[src/sv/ght_pkg.sv]
// Shared types, codes and the size-class function of the generational handle table.
package ght_pkg;

	// Table geometry
	localparam int CAPACITY_DEF = 1024;

	// Request codes
	localparam logic [1:0] REQ_ALLOC = 2'd0;
	localparam logic [1:0] REQ_FREE  = 2'd1;
	localparam logic [1:0] REQ_CHECK = 2'd2;

	// Status codes
	localparam logic [2:0] ST_OK       = 3'd0;
	localparam logic [2:0] ST_NULL     = 3'd1;
	localparam logic [2:0] ST_RANGE    = 3'd2;
	localparam logic [2:0] ST_NOT_LIVE = 3'd3;
	localparam logic [2:0] ST_GEN      = 3'd4;
	localparam logic [2:0] ST_VIEW     = 3'd5;
	localparam logic [2:0] ST_FULL     = 3'd6;

	// Size-class limits
	localparam logic [4:0]  CLASS_LARGE = 5'd17;
	localparam logic [31:0] ALIGN_DEF   = 32'd8;
	localparam logic [31:0] FINE_MAX    = 32'd112;
	localparam logic [31:0] MID_MAX     = 32'd65536;
	localparam int          MID_LG_MIN  = 7;

	// Sequencer states
	typedef enum logic [1:0] {
		S_IDLE = 2'b01,
		S_EXEC = 2'b10
	} state_t;

	// One table entry as stored in the entry memory
	typedef struct packed {
		logic        live;
		logic [31:0] gen;
		logic [31:0] size;
		logic [31:0] align;
		logic [4:0]  cls;
	} entry_t;

	// Registered request with its precomputed view length and class
	typedef struct packed {
		logic [1:0]  req_type;
		logic [31:0] size;
		logic [31:0] align;
		logic [9:0]  index;
		logic [31:0] gen;
		logic [63:0] need;
		logic [4:0]  cls;
	} req_t;

	// Size class of n = max(size, effective align)
	function automatic logic [4:0] class_of(input logic [31:0] n);
		logic [31:0] m;
		logic [4:0]  lg;
		m  = n - 32'd1;
		lg = 5'(MID_LG_MIN);
		for (int i = MID_LG_MIN; i < 16; i++) begin
			if (m[i]) begin
				lg = 5'(i + 1);
			end
		end
		if (n == 32'd0) begin
			class_of = 5'd0;
		end else if (n <= FINE_MAX) begin
			class_of = {2'b00, m[6:4]};
		end else if (n > MID_MAX) begin
			class_of = CLASS_LARGE;
		end else begin
			class_of = lg;
		end
	endfunction

endpackage

[src/sv/ght_req_stage.sv]
// Request register with the view-length multiply and the size-class lookup.
module ght_req_stage (
	input  logic              clk,
	input  logic              load,
	input  logic [1:0]        req_type,
	input  logic [31:0]       req_size,
	input  logic [31:0]       req_align,
	input  logic [9:0]        handle_index,
	input  logic [31:0]       handle_gen,
	input  logic [31:0]       elem_bytes,
	input  logic [31:0]       elem_count,
	output ght_pkg::req_t     req_s1
);

	logic [31:0] align_eff;
	logic [31:0] class_n;

	// Resolve default alignment and the class operand
	always_comb begin
		align_eff = (req_align == 32'd0) ? ght_pkg::ALIGN_DEF : req_align;
		class_n   = (align_eff > req_size) ? align_eff : req_size;
	end

	// Capture the beat
	always_ff @(posedge clk) begin
		if (load) begin
			req_s1.req_type <= req_type;
			req_s1.size     <= req_size;
			req_s1.align    <= req_align;
			req_s1.index    <= handle_index;
			req_s1.gen      <= handle_gen;
			req_s1.need     <= {32'd0, elem_count} * {32'd0, elem_bytes};
			req_s1.cls      <= ght_pkg::class_of(class_n);
		end
	end

endmodule

[config.mk]
export PLATFORM = sky130hd
export DESIGN_NAME = ght_req_stage
export DESIGN_NICKNAME = d
export VERILOG_FILES = /design/src/sv/ght_pkg.sv /design/src/sv/ght_req_stage.sv
export SDC_FILE = /design/constraint.sdc
export NUM_CORES = 2
export LEC_CHECK = 0
export ABC_CLOCK_PERIOD_IN_PS = 8500
export BUFFER_PORTS_ARGS = -buffer_cell sky130_fd_sc_hd__clkbuf_2
export CAP_MARGIN = 20
export CORE_ASPECT_RATIO = 0.7
export CORE_UTILIZATION = 57
export DETAILED_ROUTE_END_ITERATION = 8
export PLACE_DENSITY = 0.8
export SYNTH_ARGS = -nofsm -noshare
export SYNTH_HDL_FRONTEND = slang
export SYNTH_SLANG_ARGS = --single-unit
[constraint.sdc]
create_clock -name clk -period 8.5 [get_ports clk]
set_input_delay 0.85 -clock clk [delete_from_list [all_inputs] [get_ports clk]]
set_output_delay 0.85 -clock clk [all_outputs]
set_load 0.005 [all_outputs]
# [Word level (Yosys, flattened, before mapping)]
# Cells that the tools add are included.
# Widths: inputs -> output; s select.
[op_classes] muxes=13 n_addsub=1 multipliers=1 div=0 shift=0 bitwise=0 n_eq_ne=0 n_reduce_logical=4 n_lt_le_gt_ge=3
[op_table] operator="$logic_not 32->1" count=2
[op_table] operator="$mul 32x32->64" count=1
[op_table] operator="$mux 32" count=2
[op_table] operator="$mux 5" count=9
[op_table] operator="$gt 32x17->1 const B" count=1
[op_table] operator="$gt 32x32->1" count=1
[op_table] operator="$le 32x7->1 const B" count=1
[op_table] operator="$sub 16x1->16 const B" count=1
[op_table] operator="$mux 4" count=1
[op_table] operator="$reduce_or 4->1" count=1
[op_table] operator="$mux 3" count=1
[op_table] operator="$reduce_or 2->1" count=1
[word_totals] romBits=0 memories=0 ramBits=0 word_cells=31 regBits=177 latch_bits=0 input_bits=174 output_inout_bits=177

# [Longest topological paths before layout]
[depth] word_depth=16 ltp_mapped=30 mapped_depth_nobuf=28

# [Worst setup path before layout]
# No wires, ideal clock.
[synth_path] path_type="input-to-reg" startpoint="in elem_bytes[8]" endpoint="reg req_s1[63] (netlist name) (data pin)" arrival_ns=7.715 cell_stages=25 required_time_ns=8.241 setup_slack_ns=0.526 setup_time_ns=0.259 n_path_buf=2 cell_sequence="clkbuf_1 > nand2_1 > fa_1 > inv_1 > fa_1 > inv_1 > fa_1 > inv_1 > fa_1 > fa_1 > fa_1 > fa_1 > fa_1 > ha_1 > clkbuf_1 > a21oi_1 > o21ai_1 > a2111oi_0 > or3_1 > o21ai_0 > a21o_1 > a221o_1 > o32a_1 > a21boi_1 > xnor2_1"
[synth_via] elab_chain_cells=1
[synth_rtl] item="start: declaration" line="ght_req_stage.sv:10" rtl="input logic [31:0] elem_bytes,"
[synth_rtl] item="$mul 32x32->64" line="ght_req_stage.sv:32" rtl="req_s1.need <= {32'd0, elem_count} * {32'd0, elem_bytes};"
[synth_rtl] item="end: declaration" line="ght_req_stage.sv:12" rtl="output ght_pkg::req_t req_s1"
# Every way passes these cells.
# A chain may end at the register's enable or synchronous reset.

# [Worst setup path after layout]
[layout_path] startpoint="in elem_count[16]" endpoint="reg req_s1[66] (netlist name) (data pin)"
[layout_via] elab_chain_cells=1
[layout_rtl] item="start: declaration" line="ght_req_stage.sv:11" rtl="input logic [31:0] elem_count,"
[layout_rtl] item="$mul 32x32->64" line="ght_req_stage.sv:32"
# Every way passes these cells.

==> summary.md <==
| Metric | Value |
|---|---|
| Clk sinks | approximately 180 |
| Top_reg_cell synth | edfxtp_1 |
| Final Setup Violations | 0 |
| Die height | between 200 and 250 µm |
| Detail Route Antenna Nets | 0 |
| Row count | between 80 and 90 |
| Fin nets | 5869 |
| DR iter-0 viols | 3256 |
| Dpl cells | 5439 |
| Layout cells sized above 1 | 0.137 |
| RSZ-0062 raised after global routing | no |
| WP data required | 8.71 ns |
| Synthesis Warnings | 0 |
| Via density | between 5 and 6 |
| GRT Overall Usage | 0.332 |
| Vias in the first global route | 31716 |
| Placer Congestion | between 1 and 1.5 |
| Final critical-path share of the clock period | 0.970 |
| Overall routed net length | 116000 µm |
| Post-synth EDFFs | about 180 |
| Setup CP Type | primary input to register |
| Slew margin rel. | 0.328 |
| Drt drc | 0 |
| Fmax | 121 MHz |
| Biggest registers after layout | req_s1 x177 |
| Vias post-DR | between 30000 and 40000 |
| Synth Register Bits | 177 |
| GRT overflow | 0 |
| CP Max Fanout | 18 |
| Slew @ Worst Pin | between 1 and 1.5 ns |
| Leading post-synthesis cells by cell area | fa_1, edfxtp_1, ha_1 |
| Clock Path Buffers | 2 |
| CTS root buf | clkbuf_16 |
| Number of flip-flops in the largest register | approximately 180 |
| CP arrival | around 8.5 ns |
| Hold WC Path Type | primary input to register |
| CP endpoint kind | register |
| Sequential area share after synthesis | 0.131 |
| Crit path launch type | primary input |
| Placed wire-length estimate | 97700 µm |
| Post-layout minimum cycle time | 8.25 ns |
| Mean routed wirelength per cell | ~21 µm |
| CTS tree | yes |
| Die Area | 0.0721 mm² |
| Synthesized area per cell | just under 10 µm² |
| Ys async rst share | 0 |
| Post-CTS setup-driven buffer insertion count | 0 |
| Synth top area share | 0.443 |
| Synthesized Nets | 5536 |
| Core Area | between 0.07 and 0.08 mm² |
| Post-Syn Area | just over 0.04 mm² |
| Pre-antenna DRT Iters | 6 |
| Max-cap violation count | 0 |
| Die Wd | between 300 and 400 µm |
| First-pass GRT wire length | about 180000 µm |
| Largest net degree at the start of global routing | 100 |
| Finished Layout Cells | approximately 5500 |
| Final Hold Fails | 0 |
| Synth cell types | approximately 80 |
| Number of port buffers | 350 |
| Reg clk slew, reported paths | around 0.09 ns |
| Top Ports | around 350 |
| Antenna violations before repair | 0 |
| P&R area growth vs syn | 10.6% |
| Starting density of the core | 0.578 |
| Status | finished clean |
| # H-tree levels | 4 |
| Most flop-heavy register | req_s1 |
| Yosys top cell by area | fa_1 |
| Cts bufs inserted | 17 |
| Max Slew Vio Count | 0 |
| Syn Inst Count | roughly 4200 |
[cell type report]
class,instances,area (µm²)
fill,5426,25300
inverter,920,3450
tap,954,1190
multi-input combinational,2831,30800
clock inverter,15,199
antenna,2,5.00
timing repair buffer,557,3410
clock buffer,17,425
sequential,177,5320
[worst paths after layout]
kind / startpoint / end / slack [ns] / cells after the start
worst max-delay path: elem_count[16] / req_s1[66] / 0.25 / 28
worst min-delay path: handle_gen[4] / req_s1[73] / 0.55 / 1
[critical path, cell delays in order]
cell and delay [ns]:
clkbuf_2 0.22, buf_4 0.30, and2_1 0.22, fa_1 0.55
inv_1 0.06, fa_1 0.54, inv_1 0.06, fa_1 0.48
fa_1 0.59, fa_1 0.45, fa_1 0.46, fa_1 0.50
inv_1 0.05, fa_1 0.55, inv_1 0.07, ha_1 0.29
buf_4 0.14, nand4_1 0.17, nor3_2 0.26, nand4_1 0.12
a21oi_1 0.29, a2111oi_2 0.13, buf_12 0.17, o31ai_1 0.42
nand4_1 0.18, nand2_1 0.10, a21oi_1 0.08, xnor2_1 0.13
[metrics by stage]
step	TNS [ns]	utilization	cell area, µm²	worst slack (ns)	hold slack, ns
floorplan	0	-	40500	0.526	0.949
global placement	-0.854	0.630	44100	-0.131	1.03
detailed placement	-1.31	0.630	44100	-0.222	1.03
CTS	0	0.639	44800	0.273	0.536
global route	0	0.639	44800	0.0310	0.535
finish	0	0.639	44800	0.252	0.551
[synth_stat cells (3+ instances only)]
cell and count:
ha_1 295, clkbuf_1 237, o22ai_1 4, o211ai_1 5
nand2_1 502, a21oi_1 98, and4_1 4, nor3b_1 3
and3_1 9, nor4_2 3, xor2_1 22, nand2b_1 12
and2_1 578, nand4_1 25, edfxtp_1 177, nor3_1 23
or4_4 4, nor2_1 57, a211oi_1 10, or3_1 9
o21ai_0 44, a2111oi_0 5, fa_1 896, nor2b_1 11
o21bai_1 12, o211a_1 3, o21ai_1 8, nor4_1 9
o31ai_1 8, xnor2_1 44, inv_1 919, a22oi_1 4
a31oi_1 12, o21a_1 8, a21o_1 33, nand3_1 22
[cell usage in the layout (no fill, tap or decap), types with 4 or more instances in the layout]
cell         n
buf_12       8
and2_1     578
clkbuf_2   349
clkbuf_16   17
o21ai_0     43
a211oi_1    10
o22ai_1      4
nand2b_1    12
nor2_1      57
o21ai_1      9
a31oi_1     11
or3_1        9
clkinv_8     5
a21o_1      33
o211ai_1     5
inv_1      919
nand4_1     25
nand2_1    502
nand3_1     22
o21bai_1    12
o31ai_1      8
nor4_1       9
ha_1       295
nor2b_1     11
fa_1       896
xor2_1      22
nor3_1      22
and4_1       4
o21a_1       8
buf_4      199
and3_1       9
a22oi_1      4
or4_4        4
edfxtp_1   177
a21oi_1     98
a2111oi_0    4
xnor2_1     44
[logic make-up after synthesis]
group	after synthesis	share of synthesized area
AOI/OAI and AO/OA	283	0.0447
xor gates and xnor gates	66	0.0143
adders and majority gates	1191	0.534
buffers and inverters	1163	0.109
DFF	177	0.131
muxes	5	0.00142
and+or+nand+nor	1286	0.165
[routing by layer]
layer	vias up	GRT usage	routed length [µm]
met5	-	0	0
met4	0	0.0659	2260
met3	191	0.106	15300
met2	1818	0.492	50600
met1	15350	0.482	47300
li1	13121	-	-
[what timing repair did]
item	CTS	global route
hold buffers	0	0
resized for setup	0	3
setup endpoints to repair	0	3
Power is left out: the tool's default activity adds up to more than one toggle a clock period on the data nets, which glitch-free logic cannot reach.
