===== src/sv/ght_ram.sv =====
// Simple dual-port synchronous RAM, one write and one registered read port.
module ght_ram #(
	parameter int WIDTH = 8,
	parameter int DEPTH = 2,
	parameter int AW    = $clog2(DEPTH)
) (
	input  logic             clk,
	input  logic             we,
	input  logic [AW-1:0]    waddr,
	input  logic [WIDTH-1:0] wdata,
	input  logic             re,
	input  logic [AW-1:0]    raddr,
	output logic [WIDTH-1:0] rdata
);

	logic [WIDTH-1:0] mem_q [DEPTH];
	logic [WIDTH-1:0] rdata_q;

	// Write port
	always_ff @(posedge clk) begin
		if (we) begin
			mem_q[waddr] <= wdata;
		end
	end

	// Read port, hold data between reads
	always_ff @(posedge clk) begin
		if (re) begin
			rdata_q <= mem_q[raddr];
		end
	end

	assign rdata = rdata_q;

endmodule


===== config.mk =====
export PLATFORM = sky130hd
export DESIGN_NAME = ght_ram
export DESIGN_NICKNAME = d
export VERILOG_FILES = /design/src/sv/ght_ram.sv
export SDC_FILE = /design/constraint.sdc
export NUM_CORES = 1
export LEC_CHECK = 0
export ABC_CLOCK_PERIOD_IN_PS = 1050
export BUFFER_PORTS_ARGS = -buffer_cell sky130_fd_sc_hd__buf_2
export CORE_UTILIZATION = 45
export DETAILED_ROUTE_END_ITERATION = 7
export PLACE_DENSITY = 0.71
export SLEW_MARGIN = 10
export SYNTH_ARGS = -nofsm -noshare
export SYNTH_HDL_FRONTEND = slang
export SYNTH_SLANG_ARGS = --single-unit

===== constraint.sdc =====
create_clock -name clk -period 1.05 [get_ports clk]
set_clock_uncertainty 0.05 [all_clocks]
set_input_delay 0.105 -clock clk [delete_from_list [all_inputs] [get_ports clk]]
set_output_delay 0.105 -clock clk [all_outputs]
set_load 0.01 [all_outputs]

* Word level (Yosys, flattened, before mapping)
Memory sizes are Yosys's and may differ from the RTL's. A register that Yosys moved wholly into a read port is not among the register bits. Cells that the tools add are included.
Word-level totals: output and inout bits 8, memories kept 1, memory bits (writable) 16, flip-flop bits (word level) 0, input bits 13, logic and storage cells 3
Cells by class: multiplexer cells 2
Memories:
- mem_q | depth 2, bits a word 8, read ports 1, clocked after Yosys merged registers in 1, wr ports 1, RTL line 16 | logic [WIDTH-1:0] mem_q [DEPTH];
Operator list (count):
- $mux 1 | 2

* Longest topological paths before layout
Gate-level depths: netlist of the first run.
word-level depth 2, mapped depth 2

* Least setup slack after synthesis of the first run
Ideal clock, no wire load.
path kind input to register, from input we, to memory mem_q[0][0], enable pin, buffers on the path 0, data required time 627 ps, slack 102 ps, arrival 525 ps, stages 1, cells stage by stage nor2b_1
On the way: cells in the longest elaborated chain, start to end 2
Ends and longest elaborated chain:
- from (decl) | RTL line 8 | input logic we,
- $mux 1 | RTL line 21 | if (we) begin
- $mux 1 (implied by the code) | RTL line 22 | mem_q[waddr] <= wdata;
- to (decl) | RTL line 16
No other way between the ends.

* Worst setup path in the final report of the first run
from register rdata_q[6], in the netlist rdata[6], read port of mem_q, to output rdata[6]
RTL lines:
- from (decl) | RTL line 17 | logic [WIDTH-1:0] rdata_q;
- to (decl) | RTL line 13 | output logic [WIDTH-1:0] rdata
No word-level cell between the ends.

==> qor.yml, run 1 <==
cts-root-buf: "clkbuf_4"
fin_cells: 92
irDropWorstVdd_mv: 1.14
endpoint_kind: "primary output"
synth-adder-area-share_pct: 0
worstReg2RegEnd: "rdata[4]$_DFFE_PP_"
synth_simple_gate_area_share_pct: 1.45
cts.sinks: 24
grtUsageTotal_pct: 11.8
crit_buf_inv: 1
die_area_um2: 2100
cts_buffers: 3
area_growth_pct: 30.1
syn_area_um2: 865
ios: 21
cts_tree: "yes"
drive_above_1_share_pct: 49.3
tightest_slew_ns: 0.372
final_antenna_net_count: 0
cts_resized: 0
synthXorXnorAreaFrac_pct: 0
r2r_cells: 1
antenna_found_initial: 0
yosysUniqueCellTypes: 5
ys_ff_latch: 24
slowest_delay_ns: 0.38
worst-setup-path-type: "reg2out"
p_per_area_nw_per_um2: 1730
cp_data_arrival_time_ns: 0.83
core_area_um2: 1760
fmax_ghz: 1.02
relSlewSlack_pct: 75.2
vias: 407
r2r_setup_slack_ns: 0.10
drt-pass1-iter-count: 3
slowest_stage: "edfxtp_1"
synth-compound-area-share_pct: 0
num_rows: 15
synth_top_area_share_pct: 83.4
drv_slew: 0
min_period_over_period_pct: 93.4
grt_pass1_wl_um: 1520
rsz0062_at_grt: "false"
synth_cells: 35
clk-insertion-delay-late_ns: 0.30
status: "finished, final reports clean"
fp.dieW_um: 45.8
die_h_um: 45.8
fin_util_pct: 63.8
antennaDiodeCount: 0
hold_violations: 0
viasPerCell: 4.42
r2r_start: "mem_q[0][4]$_DFFE_PP_"
hold_class: "in2reg"
grt_pass1_vias: 369
synth_top_family_by_area: "multiplexers"
start_kind: "flip-flop"
io_buffers: 20
yosysWarnings: 0
fin_tns_setup_ns: 0
whs_ns: 0.0759
critPathTopFamily: "flip-flops"
syn-num-nets: 48
p_leak_uw: 0.000444
synth_area_leaders: "edfxtp_1 83%, mux2_4 14%, buf_6 1.3%"
min_period_ns: 0.981
htreeDepth: 1
dpl.cell_count: 80
maxCapViolations: 0
routed_wl_um: 1070
min-delay-start: "re"
yosysTopAreaCell: "edfxtp_1"
place_congestion: 0.628
final_nets: 81
post-route-drc-count: 0
initial_utilization_pct: 49.0
clkSlewWorstSetupHoldPaths_ns: 0.12
grt_max_degree: 15
ys_seq_area_share_pct: 83.4
avgSynthCellArea_um2: 24.7
hold_depth: 1
hold_end: "rdata[5]$_DFFE_PP_"
drt_iter0_markers: 4
setup_violations: 0
crit_path_cell_trace: "buf_2"
synthMuxAreaShare_pct: 13.9
clk_path_buf_depth: 2
cp_max_fo: 1
wl_per_cell_um: 11.6
cp_data_required_time_ns: 0.89
overflow: 0
-- routing by layer --
metal  vias up  track usage (%)  share of wire [%]
met5         -                0                  0
met4         0             12.4                1.8
met3         2             2.38                5.1
met2        18             20.9                 52
met1       185             10.7                 41
li1        202                -                  -
-- cell usage in the layout (no fill, tap or decap) --
cell type      count
edfxtp_1          24
nor2b_1            1
clkbuf_4           3
bufinv_16          1
buf_2             20
dlygate4sd3_1      8
and2_1             1
buf_4              1
mux2_4             8
-- through the flow --
stage	power, uW	setup WS (ns)	cell area [um^2]
finish	1940	0.0693	1120
global route	2020	0.000346	1120
CTS	1970	0.0441	1120
detailed placement	1300	0.0615	992
global placement	1300	0.0859	992
floorplan	1240	0.102	865
-- kinds of logic (layout without fill, tap and decap cells) --
kind of cell	Yosys count	count (layout)
buf+inv	1	33
simple gates	2	2
flops	24	24
mux	8	8
-- worst max path at each step --
stage | to | depth (start not counted) | startpoint | slack, ns
after floorplan | mem_q[0][0]$_DFFE_PP_ | 1 | we | 0.10
after global placement | rdata[4]$_DFFE_PP_ | 2 | raddr | 0.09
after detailed placement | rdata[6]$_DFFE_PP_ | 2 | raddr | 0.06
after CTS | rdata[6] | 1 | rdata[6]$_DFFE_PP_ | 0.04
after global routing | rdata[6] | 1 | rdata[6]$_DFFE_PP_ | 0.0003
final | rdata[6] | 1 | rdata[6]$_DFFE_PP_ | 0.07
-- cells in the mapped netlist --
master    count
and2_1        1
buf_6         1
edfxtp_1     24
mux2_4        8
nor2b_1       1
-- repair_timing --
action | CTS | global route
hold buffers | 8 | 0
endpoints found under the hold margin | 16 | 0
buffers inserted | 0 | 0
-- layout make-up --
type	instances	area, um^2
clock inverters	1	30.0
flip-flops and latches	24	721
well taps	25	31.3
multi-input cells	10	133
clock buffers	3	22.5
repair buffers	29	188
fillers	135	639
-- sequential cells by signal (all words and copies together), names as in the netlist --
register	cells
rdata	8
mem_q	16
-- where the power goes --
| group | leakage (uW) | switching (uW) | internal, uW |
|---|---|---|---|
| Sequential | 0.000228 | 14.4 | 1130 |
| Combinational | 0.000188 | 63.1 | 94.6 |
| Clock | 0.0000279 | 255 | 386 |
| Total | 0.000444 | 332 | 1610 |
Note: power is estimated with default switching activity, not from simulation.
==> inputs of run 2 (changes only) <==
Settings changed: BUFFER_PORTS_ARGS -buffer_cell sky130_fd_sc_hd__buf_2 to -buffer_cell sky130_fd_sc_hd__buf_4, GPL_ROUTABILITY_DRIVEN set to 0.
==> qor.yml, run 2 (synthesized netlist as in run 1, its figures left out) <==
grt_pass1_wl_um: 1570  # +3.2%
layout_common_cells: "24 x edfxtp_1, 21 x buf_4, 8 x mux2_4, 8 x dlygate4sd3_1, 3 x clkbuf_4"
rsz0062_at_grt: "false"
drv_slew: 0  # unchanged
largest_reg_flops: 16  # unchanged
postCtsSetupBuffers: 0  # unchanged
worst-setup-path-type: "reg2out"
status: "finished, final reports clean"
tightest_slew_ns: 0.370  # -0.00232 ns
routed_wl_um: 962  # -9.8%
hold_class: "in2reg"
min_period_over_period_pct: 92.7  # -0.67 points
die_h_um: 45.8  # unchanged
vias: 405  # -0.49%
htreeDepth: 1  # unchanged
fin_cells: 92  # unchanged
io_buffers: 20  # unchanged
crit_buf_inv: 1  # unchanged
critPathTopFamily: "flip-flops"
p_per_area_nw_per_um2: 1480  # -14%
cp_max_fo: 1  # unchanged
fin_util_pct: 65.1  # +1.3 points
cp_data_required_time_ns: 0.89  # about the same
drt-pass1-iter-count: 3  # unchanged
slowest_stage: "edfxtp_1"
cts_buffers: 3  # unchanged
final_nets: 81  # unchanged
cts_resized: 0  # unchanged
p_leak_uw: 0.000449  # +1.1%
min_period_ns: 0.974  # -0.00705 ns
clkSlewWorstSetupHoldPaths_ns: 0.11  # about the same
maxCapViolations: 0  # unchanged
fin_tns_setup_ns: 0  # unchanged
post-route-drc-count: 0  # unchanged
design_area_um2: 1150  # +2.1%
dpl_cell_area_um2: 1040  # +5.0%
die_area_um2: 2100  # unchanged
area_growth_pct: 32.9
regMostFlops: "mem_q"
clk_path_buf_depth: 2  # unchanged
cts.sinks: 24  # unchanged
crit_path_cell_trace: "buf_4"
cp_data_arrival_time_ns: 0.82  # about the same
final_common_cell: "edfxtp_1"
num-fill-cells: 137  # +1.5%
regArea_um2: 721  # unchanged
whs_ns: 0.0225  # -0.0534 ns
num_rows: 15  # unchanged
viasPerCell: 4.40  # -0.49%
multiInputGateArea_um2: 133  # unchanged
start_kind: "flip-flop"
irDropWorstVdd_mv: 1.06  # -7.4%
antenna_found_initial: 0  # unchanged
wl_per_cell_um: 10.5  # -9.8%
relSlewSlack_pct: 75.3  # +0.15 points
drive_above_1_share_pct: 47.8  # -1.5 points
final_antenna_net_count: 0  # unchanged
dpl.cell_count: 80  # unchanged
cts-root-buf: "clkbuf_4"
fmax_ghz: 1.03  # +0.72%
grt_max_degree: 14  # -1
drt_iter0_markers: 2  # -2
setup_violations: 0  # unchanged
clk-insertion-delay-late_ns: 0.29  # about the same
grt_pass1_vias: 380  # +3.0%
endpoint_kind: "primary output"
initial_utilization_pct: 49.0  # unchanged
grtUsageTotal_pct: 11.4  # -0.40 points
cts_tree: "yes"
slowest_delay_ns: 0.38  # about the same
antennaDiodeCount: 0  # unchanged
overflow: 0  # unchanged
hold_violations: 0  # unchanged
fp.dieW_um: 45.8  # unchanged
ios: 21  # unchanged
core_area_um2: 1760  # unchanged
-- run 2: cell types whose count changed in the layout (fill, tap and decap cells not counted) --
cell       before  now
buf_2          20    0
buf_4           1   21
bufinv_16       1    0
clkinv_1        0    1
-- run 2: worst paths after layout --
kind	start	end	slack, ns	depth (start not counted)
min	re	rdata[4]$_DFFE_PP_	0.02	1
max	rdata[4]$_DFFE_PP_	rdata[4]	0.08	1
max reg2reg	mem_q[0][2]$_DFFE_PP_	rdata[2]$_DFFE_PP_	0.11	1
min reg2reg	mem_q[0][4]$_DFFE_PP_	rdata[4]$_DFFE_PP_	0.51	1
-- run 2: final cells by class --
class / instances / share of cell area (%)
clock buffers: 3 / 1.96
clock inverters: 1 / 0.327
multi-input cells: 10 / 11.5
flip-flops and latches: 24 / 62.7
well taps: 25 / 2.72
repair buffers: 29 / 20.7
-- run 2: what timing repair did --
item / CTS / global route
hold buffers: 8 / 0
setup endpoints to repair: 0 / 0
endpoints found under the hold margin: 16 / 0
-- run 2: power by group --
group,total [uW],switching [uW],internal (uW)
Sequential,1140,14.7,1130
Clock,372,234,138
Combinational,181,63.0,118
Total,1700,312,1390
-- run 2: metal layers --
layer	track usage (%)	share of wire, %	up-vias
met5	0	0	-
met4	8.82	1.0	0
met3	2.78	6.0	2
met2	18.3	49	18
met1	13.1	43	184
li1	-	-	201
-- run 2: per-stage QoR --
step	power [uW]	worst slack (ns)
2_1_floorplan	1240	0.102
3_3_place_gp	1320	0.111
3_5_place_dp	1330	0.0946
4_1_cts	1720	0.0596
5_1_grt	1770	0.0121
6_report	1700	0.0764
==> inputs of run 3 (changes only) <==
Settings changed: CORE_MARGIN set to 1.5, SETUP_SLACK_MARGIN set to 0.4.
==> qor.yml, run 3 (synthesized netlist as in run 1, its figures left out) <==
status: "finished with violations"
violations: "hold timing"
hold_violations: 16  # +16
fin_tns_setup_ns: 0  # unchanged
regMostFlops: "mem_q"
area_growth_pct: 30.4
num_rows: 15  # unchanged
grt_pass1_wl_um: 1450  # -7.5%
die_area_um2: 2190  # +4.4%
cts-root-buf: "clkbuf_4"
overflow: 0  # unchanged
largest_reg_flops: 16  # unchanged
final_antenna_net_count: 0  # unchanged
p_leak_uw: 0.000440  # -2.0%
final_nets: 72  # -11%
cts_tree: "yes"
die_h_um: 46.8  # +2.2%
endpoint_kind: "primary output"
irDropWorstVdd_mv: 0.899  # -15%
crit_buf_inv: 1  # unchanged
viasPerCell: 4.41  # +0.17%
fp.dieW_um: 46.8  # +2.2%
clk-insertion-delay-late_ns: 0.31  # +0.02 ns
min_period_over_period_pct: 96.2  # +3.5 points
cts.sinks: 24  # unchanged
htreeDepth: 1  # unchanged
clkSlewWorstSetupHoldPaths_ns: 0.13  # +0.02 ns
final_common_cell: "edfxtp_1"
critPathTopFamily: "flip-flops"
grt_max_degree: 15  # +1
clk_path_buf_depth: 2  # unchanged
drv_slew: 0  # unchanged
layout_common_cells: "24 x edfxtp_1, 12 x buf_4, 8 x mux2_4, 8 x buf_6, 3 x clkbuf_4"
routed_wl_um: 1040  # +8.3%
drive_above_1_share_pct: 58.6  # +11 points
cp_data_required_time_ns: 0.89  # about the same
slowest_stage: "edfxtp_1"
worst-setup-path-type: "reg2out"
core_area_um2: 1760  # unchanged
r2r_cells: 1  # unchanged
postCtsSetupBuffers: 0  # unchanged
ios: 21  # unchanged
hold_depth: 1  # unchanged
start_kind: "flip-flop"
p_per_area_nw_per_um2: 1760  # +19%
top_layer: "met3"
antennaDiodeCount: 0  # unchanged
grt_pass1_vias: 332  # -13%
wl_met1_um: 464  # +11%
crit_path_cell_trace: "buf_6"
hold_class: "in2reg"
slowest_delay_ns: 0.41  # +0.03 ns
fmax_ghz: 0.990  # -3.7%
vias: 366  # -9.6%
cts_buffers: 3  # unchanged
grtUsageTotal_pct: 10.3  # -1.2 points
cp_max_fo: 1  # unchanged
initial_utilization_pct: 49.0  # unchanged
min_period_ns: 1.01  # +0.0369 ns
antenna_found_initial: 0  # unchanged
relSlewSlack_pct: 83.5  # +8.1 points
drt-pass1-iter-count: 3  # unchanged
route.met3.wl_um: 74  # +28%
setup_violations: 0  # unchanged
cp_data_arrival_time_ns: 0.86  # +0.04 ns
wl_met2_um: 503  # +5.7%
drt_iter0_markers: 9  # +7
wl_per_cell_um: 12.6  # +20%
crit_cells: 1  # unchanged
rsz0062_at_grt: "true"
tightest_slew_ns: 0.247  # -0.123 ns
num-fill-cells: 132  # -3.6%
io_buffers: 20  # unchanged
post-route-drc-count: 0  # unchanged
maxCapViolations: 0  # unchanged
whs_ns: -0.0857  # -0.108 ns
==> run 3: final cells by class <==
| class | instances | area (um^2) | share of cell area, % |
|---|---|---|---|
| clock inverters | 1 | 30.0 | 2.66 |
| clock buffers | 3 | 22.5 | 2.00 |
| repair buffers | 20 | 180 | 16.0 |
| well taps | 25 | 31.3 | 2.77 |
| flip-flops and latches | 24 | 721 | 63.9 |
| multi-input cells | 10 | 143 | 12.7 |
==> run 3: path summary, 6_finish.rpt <==
kind	startpoint	to	slack (ns)
min reg2reg	mem_q[0][5]$_DFFE_PP_	rdata[5]$_DFFE_PP_	0.51
max reg2reg	mem_q[1][4]$_DFFE_PP_	rdata[4]$_DFFE_PP_	0.10
min	wdata[0]	mem_q[1][0]$_DFFE_PP_	-0.09
max	rdata[3]$_DFFE_PP_	rdata[3]	0.04
==> run 3: repair_timing <==
action                     in CTS  in global routing
setup endpoints to repair      16                 16
gates resized for setup         3                  5
hold endpoints to repair       16                 19
pin swaps                       0                  0
==> run 3: report_power, final <==
part           switching, uW  internal (uW)
registers               19.3           1130
logic                   60.4            113
clock network            270            386
==> run 3: per-layer routing <==
metal | up-vias | track usage [%]
li1 | 181 | -
met1 | 164 | 12.3
met2 | 21 | 15.9
met3 | 0 | 4.62
met4 | 0 | 5.00
met5 | - | 0
==> run 3: per-stage QoR <==
stage	worst slack, ns	cell area [um^2]	instances	utilization [%]	total power (uW)
after floorplan	0.150	875	35	-	1250
after global placement	0.136	1040	79	59.2	1330
after detailed placement	0.117	1040	79	59.2	1330
after CTS	0.0315	1110	83	62.8	1980
after global routing	-0.0110	1130	83	63.9	2050
final	0.0395	1130	83	63.9	1980
